==> config.mk <==
export PLATFORM = sky130hd
export DESIGN_NAME = rgb_pixel_format_packer_unit
export DESIGN_NICKNAME = d
export VERILOG_FILES = /design/src/sv/rpfp_pkg.sv /design/src/sv/rgb_pixel_format_packer_unit.sv /design/src/sv/rpfp_scale.sv
export SDC_FILE = /design/constraint.sdc
export NUM_CORES = 2
export LEC_CHECK = 0
export BUFFER_PORTS_ARGS = -buffer_cell sky130_fd_sc_hd__buf_4
export CAP_MARGIN = 40
export CORE_MARGIN = 3
export CORE_UTILIZATION = 60
export CTS_BUF_LIST = sky130_fd_sc_hd__clkbuf_8
export DETAILED_ROUTE_END_ITERATION = 10
export HOLD_SLACK_MARGIN = 0.12
export PLACE_DENSITY = 0.81
export SYNTH_ARGS = -nofsm -noshare
export SYNTH_HDL_FRONTEND = slang
export SYNTH_SLANG_ARGS = --single-unit
export TNS_END_PERCENT = 20
==> constraint.sdc <==
create_clock -name clk -period 5.8 [get_ports clk]
set_clock_uncertainty 0.05 [all_clocks]
set_input_delay 0.87 -clock clk [delete_from_list [all_inputs] [get_ports clk]]
set_output_delay 0.87 -clock clk [all_outputs]
set_load 0.01 [all_outputs]
==> src/sv/rpfp_pkg.sv <==
// shared types and constants for the rgb pixel format packer
package rpfp_pkg;

  localparam int unsigned LEVEL_W = 8;
  localparam int unsigned MAX_W   = 16;
  localparam int unsigned SHIFT_W = 5;
  localparam int unsigned PROD_W  = LEVEL_W + MAX_W;
  localparam int unsigned WORD_W  = 32;
  localparam int unsigned COUNT_W = 3;
  localparam int unsigned ADDR_W  = 5;

  // rounding bias and reciprocal of 255, exact for every product below 2**31 / 127
  localparam logic [PROD_W-1:0] RND_BIAS    = PROD_W'(127);
  localparam logic [PROD_W-1:0] RECIP_MUL   = 24'h808081;
  localparam int unsigned       RECIP_SHIFT = 31;

  localparam logic [2:0] REG_RED_MAX     = 3'd0;
  localparam logic [2:0] REG_GREEN_MAX   = 3'd1;
  localparam logic [2:0] REG_BLUE_MAX    = 3'd2;
  localparam logic [2:0] REG_RED_SHIFT   = 3'd3;
  localparam logic [2:0] REG_GREEN_SHIFT = 3'd4;
  localparam logic [2:0] REG_BLUE_SHIFT  = 3'd5;
  localparam logic [2:0] REG_BIG_ENDIAN  = 3'd6;
  localparam logic [2:0] REG_PIXEL_SIZE  = 3'd7;

  localparam logic [1:0] SIZE_8  = 2'd0;
  localparam logic [1:0] SIZE_16 = 2'd1;
  localparam logic [1:0] SIZE_32 = 2'd2;

  localparam logic [COUNT_W-1:0] COUNT_NONE = 3'd0;
  localparam logic [COUNT_W-1:0] COUNT_8    = 3'd1;
  localparam logic [COUNT_W-1:0] COUNT_16   = 3'd2;
  localparam logic [COUNT_W-1:0] COUNT_32   = 3'd4;

  localparam logic [MAX_W-1:0]   RST_MAX         = 16'd255;
  localparam logic [SHIFT_W-1:0] RST_RED_SHIFT   = 5'd16;
  localparam logic [SHIFT_W-1:0] RST_GREEN_SHIFT = 5'd8;
  localparam logic [SHIFT_W-1:0] RST_BLUE_SHIFT  = 5'd0;
  localparam logic [1:0]         RST_PIXEL_SIZE  = SIZE_32;

  typedef struct packed {
    logic s1;
    logic s2;
  } stage_en_t;

endpackage

==> src/sv/rgb_pixel_format_packer_unit.sv <==
// top level of the rgb pixel format packer: config registers, scalers and packing stage
//
// Takes one 8-bit red, green and blue sample per transfer and returns the packed
// framebuffer bytes, first byte in bits 7:0, with the number of valid bytes (1, 2, 4,
// or 0 for the unsupported size). One pixel is accepted every clock cycle unless
// in_stall is high; the stages are the component multiply, the divide by 255 done as a
// multiply by its reciprocal, and the shift, merge and byte ordering stage. Each
// stage holds its item under out_stall and fills bubbles, so in_stall rises only
// when all three stages are full and the output is stalled. Registers sit at byte
// address 4*index and are to be written only while the pipeline is empty.
module rgb_pixel_format_packer_unit (
  input  logic                             clk,
  input  logic                             rst_n,
  input  logic                             in_valid,
  output logic                             in_stall,
  input  logic [rpfp_pkg::LEVEL_W-1:0]     in_red_level,
  input  logic [rpfp_pkg::LEVEL_W-1:0]     in_green_level,
  input  logic [rpfp_pkg::LEVEL_W-1:0]     in_blue_level,
  output logic                             out_valid,
  input  logic                             out_stall,
  output logic [rpfp_pkg::WORD_W-1:0]      out_packed_bytes,
  output logic [rpfp_pkg::COUNT_W-1:0]     out_byte_count,
  input  logic                             psel,
  input  logic                             penable,
  input  logic                             pwrite,
  input  logic [rpfp_pkg::ADDR_W-1:0]      paddr,
  input  logic [31:0]                      pwdata,
  output logic [31:0]                      prdata,
  output logic                             pready
);
  import rpfp_pkg::*;

  logic [MAX_W-1:0]   red_max_r;
  logic [MAX_W-1:0]   green_max_r;
  logic [MAX_W-1:0]   blue_max_r;
  logic [SHIFT_W-1:0] red_shift_r;
  logic [SHIFT_W-1:0] green_shift_r;
  logic [SHIFT_W-1:0] blue_shift_r;
  logic               big_endian_r;
  logic [1:0]         pixel_size_r;

  logic               cfg_wr;
  logic [2:0]         cfg_idx;

  logic               v1_r, v2_r, v3_r;
  logic               v1_nxt, v2_nxt, v3_nxt;
  logic               adv1, adv2, adv3;
  stage_en_t          scale_en;

  logic [MAX_W-1:0]   red_scaled, green_scaled, blue_scaled;
  logic [WORD_W-1:0]  word;
  logic [WORD_W-1:0]  packed_r, packed_nxt;
  logic [COUNT_W-1:0] count_r, count_nxt;

  // configuration port
  assign pready  = 1'b1;
  assign cfg_idx = paddr[ADDR_W-1:2];
  assign cfg_wr  = psel && penable && pwrite && pready;

  always_ff @(posedge clk) begin
    if (!rst_n) begin
      red_max_r     <= RST_MAX;
      green_max_r   <= RST_MAX;
      blue_max_r    <= RST_MAX;
      red_shift_r   <= RST_RED_SHIFT;
      green_shift_r <= RST_GREEN_SHIFT;
      blue_shift_r  <= RST_BLUE_SHIFT;
      big_endian_r  <= 1'b0;
      pixel_size_r  <= RST_PIXEL_SIZE;
    end else if (cfg_wr) begin
      case (cfg_idx)
        REG_RED_MAX:     red_max_r     <= pwdata[MAX_W-1:0];
        REG_GREEN_MAX:   green_max_r   <= pwdata[MAX_W-1:0];
        REG_BLUE_MAX:    blue_max_r    <= pwdata[MAX_W-1:0];
        REG_RED_SHIFT:   red_shift_r   <= pwdata[SHIFT_W-1:0];
        REG_GREEN_SHIFT: green_shift_r <= pwdata[SHIFT_W-1:0];
        REG_BLUE_SHIFT:  blue_shift_r  <= pwdata[SHIFT_W-1:0];
        REG_BIG_ENDIAN:  big_endian_r  <= pwdata[0];
        REG_PIXEL_SIZE:  pixel_size_r  <= pwdata[1:0];
        default: ;
      endcase
    end
  end

  always_comb begin
    case (cfg_idx)
      REG_RED_MAX:     prdata = 32'(red_max_r);
      REG_GREEN_MAX:   prdata = 32'(green_max_r);
      REG_BLUE_MAX:    prdata = 32'(blue_max_r);
      REG_RED_SHIFT:   prdata = 32'(red_shift_r);
      REG_GREEN_SHIFT: prdata = 32'(green_shift_r);
      REG_BLUE_SHIFT:  prdata = 32'(blue_shift_r);
      REG_BIG_ENDIAN:  prdata = 32'(big_endian_r);
      REG_PIXEL_SIZE:  prdata = 32'(pixel_size_r);
      default:         prdata = '0;
    endcase
  end

  // pipeline flow: a stage moves when empty or when the next one moves
  assign adv3     = !v3_r || !out_stall;
  assign adv2     = !v2_r || adv3;
  assign adv1     = !v1_r || adv2;
  assign in_stall = !adv1;

  assign scale_en.s1 = adv1;
  assign scale_en.s2 = adv2;

  assign v1_nxt = adv1 ? in_valid : v1_r;
  assign v2_nxt = adv2 ? v1_r : v2_r;
  assign v3_nxt = adv3 ? v2_r : v3_r;

  always_ff @(posedge clk) begin
    if (!rst_n) begin
      v1_r <= 1'b0;
      v2_r <= 1'b0;
      v3_r <= 1'b0;
    end else begin
      v1_r <= v1_nxt;
      v2_r <= v2_nxt;
      v3_r <= v3_nxt;
    end
  end

  rpfp_scale u_scale_red (
    .clk       (clk),
    .en        (scale_en),
    .level     (in_red_level),
    .level_max (red_max_r),
    .scaled    (red_scaled)
  );

  rpfp_scale u_scale_green (
    .clk       (clk),
    .en        (scale_en),
    .level     (in_green_level),
    .level_max (green_max_r),
    .scaled    (green_scaled)
  );

  rpfp_scale u_scale_blue (
    .clk       (clk),
    .en        (scale_en),
    .level     (in_blue_level),
    .level_max (blue_max_r),
    .scaled    (blue_scaled)
  );

  // merge and byte ordering
  assign word = (WORD_W'(red_scaled) << red_shift_r) |
                (WORD_W'(green_scaled) << green_shift_r) |
                (WORD_W'(blue_scaled) << blue_shift_r);

  always_comb begin
    case (pixel_size_r)
      SIZE_32: begin
        count_nxt = COUNT_32;
        if (big_endian_r) begin
          packed_nxt = {word[7:0], word[15:8], word[23:16], word[31:24]};
        end else begin
          packed_nxt = word;
        end
      end
      SIZE_16: begin
        count_nxt = COUNT_16;
        if (big_endian_r) begin
          packed_nxt = {16'd0, word[7:0], word[15:8]};
        end else begin
          packed_nxt = {16'd0, word[15:0]};
        end
      end
      SIZE_8: begin
        count_nxt  = COUNT_8;
        packed_nxt = {24'd0, red_scaled[7:0]};
      end
      default: begin
        count_nxt  = COUNT_NONE;
        packed_nxt = '0;
      end
    endcase
  end

  always_ff @(posedge clk) begin
    if (adv3) begin
      packed_r <= packed_nxt;
      count_r  <= count_nxt;
    end
  end

  assign out_valid        = v3_r;
  assign out_packed_bytes = packed_r;
  assign out_byte_count   = count_r;

`ifndef SYNTHESIS
  a_count_legal: assert property (@(posedge clk) disable iff (!rst_n)
    out_valid |-> (out_byte_count == COUNT_NONE || out_byte_count == COUNT_8 ||
                   out_byte_count == COUNT_16 || out_byte_count == COUNT_32))
    else $error("illegal byte count");

  a_byte_upper_zero: assert property (@(posedge clk) disable iff (!rst_n)
    (out_valid && out_byte_count == COUNT_8) |-> (out_packed_bytes[31:8] == 24'd0))
    else $error("single byte result has upper bits set");

  a_half_upper_zero: assert property (@(posedge clk) disable iff (!rst_n)
    (out_valid && out_byte_count == COUNT_16) |-> (out_packed_bytes[31:16] == 16'd0))
    else $error("two byte result has upper bits set");

  a_empty_no_stall: assert property (@(posedge clk) disable iff (!rst_n)
    !v1_r |-> !in_stall)
    else $error("input stalled with an empty first stage");
`endif

endmodule

==> src/sv/rpfp_scale.sv <==
// two-stage scaler of one colour component: multiply with bias, then divide by 255
module rpfp_scale (
  input  logic                      clk,
  input  rpfp_pkg::stage_en_t       en,
  input  logic [rpfp_pkg::LEVEL_W-1:0] level,
  input  logic [rpfp_pkg::MAX_W-1:0]   level_max,
  output logic [rpfp_pkg::MAX_W-1:0]   scaled
);
  import rpfp_pkg::*;

  logic [PROD_W-1:0]   prod_r;
  logic [PROD_W-1:0]   prod_nxt;
  logic [2*PROD_W-1:0] recip_prod;
  logic [MAX_W-1:0]    quot_r;
  logic [MAX_W-1:0]    quot_nxt;

  // a zero maximum leaves only the bias, which divides to zero
  assign prod_nxt   = PROD_W'(level) * PROD_W'(level_max) + RND_BIAS;
  assign recip_prod = (2*PROD_W)'(prod_r) * (2*PROD_W)'(RECIP_MUL);
  assign quot_nxt   = recip_prod[RECIP_SHIFT +: MAX_W];

  always_ff @(posedge clk) begin
    if (en.s1) begin
      prod_r <= prod_nxt;
    end
    if (en.s2) begin
      quot_r <= quot_nxt;
    end
  end

  assign scaled = quot_r;

endmodule

==> impl_metrics.tcl <==
set metrics [dict create \
    crit_fanout 10 \
    relSlewSlack 0.3917 \
    area_delta_synth_final_pct 7.139 \
    worst_pin_slew_ns 0.8895 \
    status "completed" \
    hpwl_um 68350 \
    die_x_um 247.8 \
    htree_levels 2 \
    clock_sinks 224 \
    fin_ws_ns 0.4530 \
    rr_startpoint "red_max_r[4]" \
    drive_gt1_frac 0.08378 \
    hold_path_class "in2reg" \
    reg2regPathDepth 19 \
    dr.pass1.iters 8 \
    overflow 0 \
    synth_cell_types 90 \
    cp_slowest_cell "dfxtp_1" \
    synth_top_flop_cell "edfxtp_1" \
    critical_path_class "reg2reg" \
    grt_max_degree 70 \
    yosysSeqAreaShare 0.1721 \
    nets 4893 \
    setup_violations 0 \
    cts.clk_slew.worst_paths_ns 0.06 \
    multi_input_area_mm2 0.02584 \
    holdBufCountCts 0 \
    ctsResizeCount 0 \
    diodes 0 \
    start_kind "flop" \
    fin_tns_setup_ns 0 \
    fp.dieH_um 247.8 \
    cts_setup_buffers 0 \
    coreArea_mm2 0.05715 \
    critPathMaxStageDelay_ns 0.63 \
    n_fill_cell 4397 \
    remaining_drc_errors 0 \
    ys_ff_latch 224 \
    required_ns 6.11 \
    port_buffers 102 \
    antenna_found_initial 0 \
    insertion_delay_ns 0.63 \
    end_kind "flop" \
    synth_edf_count 155 \
    drv_slew 0 \
    worst-path-stages 19 \
    fp-row-count 87 \
    p_leak_nw 19.66 \
    crit_end "u_scale_red.prod_r[23]" \
    syn_avg_cell_area_um2 9.263 \
    wl_per_cell_um 18.13 \
    pre_cts_ws_ns 0.02284 \
    synth_area_mm2 0.03507 \
    vias_per_cell 5.827 \
    fmax_ghz 0.1870 \
    maxCapViolCount 0 \
    drt-initial-drc-count 2002 \
    cp-startpoint "red_max_r[4]" \
    rrSetupSlack_ns 0.45 \
    ios 138 \
    grt_util_all_layers 0.2796 \
    grt_pass1_vias 26990 \
    grt_pass1_wl_um 136700 \
    crit_arrival_ns 5.65 \
    die_area_mm2 0.06139 \
    final_common_cell "inv_1" \
    ys_warn_count 0 \
    final_hold_viol_count 0 \
    clk_path_buf_depth 3 \
    ant_nets 0 \
    regArea_mm2 0.006036 \
    crit_family "adder cells" \
    total_power_w 0.01566 \
    cts_root_buffer "clkbuf_8" \
    final_cell_mix "inv_1, ha_1, nand2_1, fa_1, and2_1" \
    cts_tree "done" \
    place_congestion 0.9602 \
    synth-async-reset-ratio 0 \
    finalCritPeriodShare 0.9219 \
    routed_wl_um 84030 \
    irDropWorstVdd_mv 0.2887 \
    min_period_ns 5.347 \
    p_per_area_mw_per_mm2 416.7 \
    floorplan.initialDensity 0.6137 \
    reg2reg_to "u_scale_red.prod_r[23]" \
    vias 27010 \
    critical_path.cell_chain "nand2_1, fa_1, inv_1, ha_1, fa_1, inv_1, fa_1, inv_1, ha_1, a211oi_1, o211ai_1, a311oi_2, buf_4, a21oi_1, a41o_1, o41ai_4, o2111ai_1, a21oi_1, xnor2_1" \
    rsz0062_at_grt "no" \
    crit_buf_inv 4 \
    cts_buffers 43 \
    netlist_instances 3786 \
]
cells by family after synthesis:
| family | count (synthesis) | synth area share |
|---|---|---|
| buffers and inverters | 843 | 0.09311 |
| DFF | 224 | 0.1721 |
| and+or+nand+nor | 1017 | 0.1420 |
| AOI/OAI and AO/OA | 488 | 0.09536 |
| xor gates and xnor gates | 90 | 0.02248 |
| adders and majority gates | 978 | 0.4170 |
| other | 2 | 0.0002141 |
| muxes | 144 | 0.05776 |
how the worst min path moves through the flow:
| stage | from | endpoint | slack [ns] | cells past startpoint |
|---|---|---|---|---|
| 6_report | in_valid | v1_r | 0.41 | 2 |
| 5_1_grt | in_valid | v1_r | 0.40 | 2 |
| 4_1_cts | in_valid | v1_r | 0.37 | 2 |
| 3_5_place_dp | v2_r | out_valid | 0.46 | 2 |
| 3_3_place_gp | v2_r | out_valid | 0.42 | 2 |
| 2_1_floorplan | v1_r | v2_r | 0.39 | 1 |
where the power goes:
part	switching (W)	total (W)	leakage [nW]	internal [W]
logic	0.00614	0.0111	16.9	0.00498
clock network	0.000743	0.00165	0.487	0.000903
registers	0.000476	0.00290	2.30	0.00242
total	0.00735	0.0157	19.7	0.00830
final cells by class:
class	instances	area share
clock buffers	44	0.01612
inverters	677	0.06763
repair buffers	167	0.03530
flip-flops and latches	224	0.1606
well taps	756	0.02517
clock inverters	33	0.007492
multi-input cells	2734	0.6877
per-stage QoR:
step                std cells  utilization  instance area (um2)  hold WS (ns)
floorplan                3801            -                35130        0.3903
global placement         4551       0.6400                36580        0.4153
detailed placement       4558       0.6420                36690        0.4600
CTS                      4635       0.6575                37570        0.3738
global route             4635       0.6575                37570        0.4010
finish                   4635       0.6575                37570        0.4061
synth_stat cells (14+ instances only):
master / count / area share
fa_1: 318 / 0.18
and2_1: 262 / 0.047
a31oi_1: 15 / 0.0027
buf_4: 19 / 0.0041
nand2b_1: 16 / 0.0029
nand4_1: 15 / 0.0027
a21oi_1: 123 / 0.018
nor3_1: 44 / 0.0063
xor2_1: 25 / 0.0062
o21a_1: 14 / 0.0030
ha_1: 660 / 0.24
a21boi_0: 21 / 0.0045
mux4_2: 45 / 0.029
and3_1: 26 / 0.0046
o22ai_1: 25 / 0.0045
mux2_2: 14 / 0.0045
o21ai_1: 30 / 0.0043
inv_1: 669 / 0.072
nor2_1: 163 / 0.017
clkbuf_1: 121 / 0.013
nand2_1: 343 / 0.037
o21ai_0: 50 / 0.0071
nand3_1: 74 / 0.011
edfxtp_1: 155 / 0.13
xnor2_1: 65 / 0.016
dfxtp_1: 69 / 0.039
nor2b_1: 31 / 0.0055
o211ai_1: 15 / 0.0032
a21o_1: 43 / 0.0092
a211oi_1: 31 / 0.0066
mux2i_1: 82 / 0.023
flip-flops by register name, indices dropped and copies added (netlist names), 3 cells and up:
name,flops
out_packed_bytes,32
u_scale_blue.prod_r,24
u_scale_green.prod_r,24
u_scale_red.prod_r,24
blue_max_r,16
green_max_r,16
red_max_r,16
u_scale_blue.scaled,16
u_scale_green.scaled,16
u_scale_red.scaled,16
blue_shift_r,5
green_shift_r,5
red_shift_r,5
out_byte_count,3
layer usage:
layer,share of wire,up-vias,GRT usage
met4,0.043,0,0.1116
met5,0,-,0
met2,0.46,1043,0.4603
li1,-,12740,-
met3,0.076,190,0.04592
met1,0.42,13030,0.3698
Power figures use the tool's default switching activity.
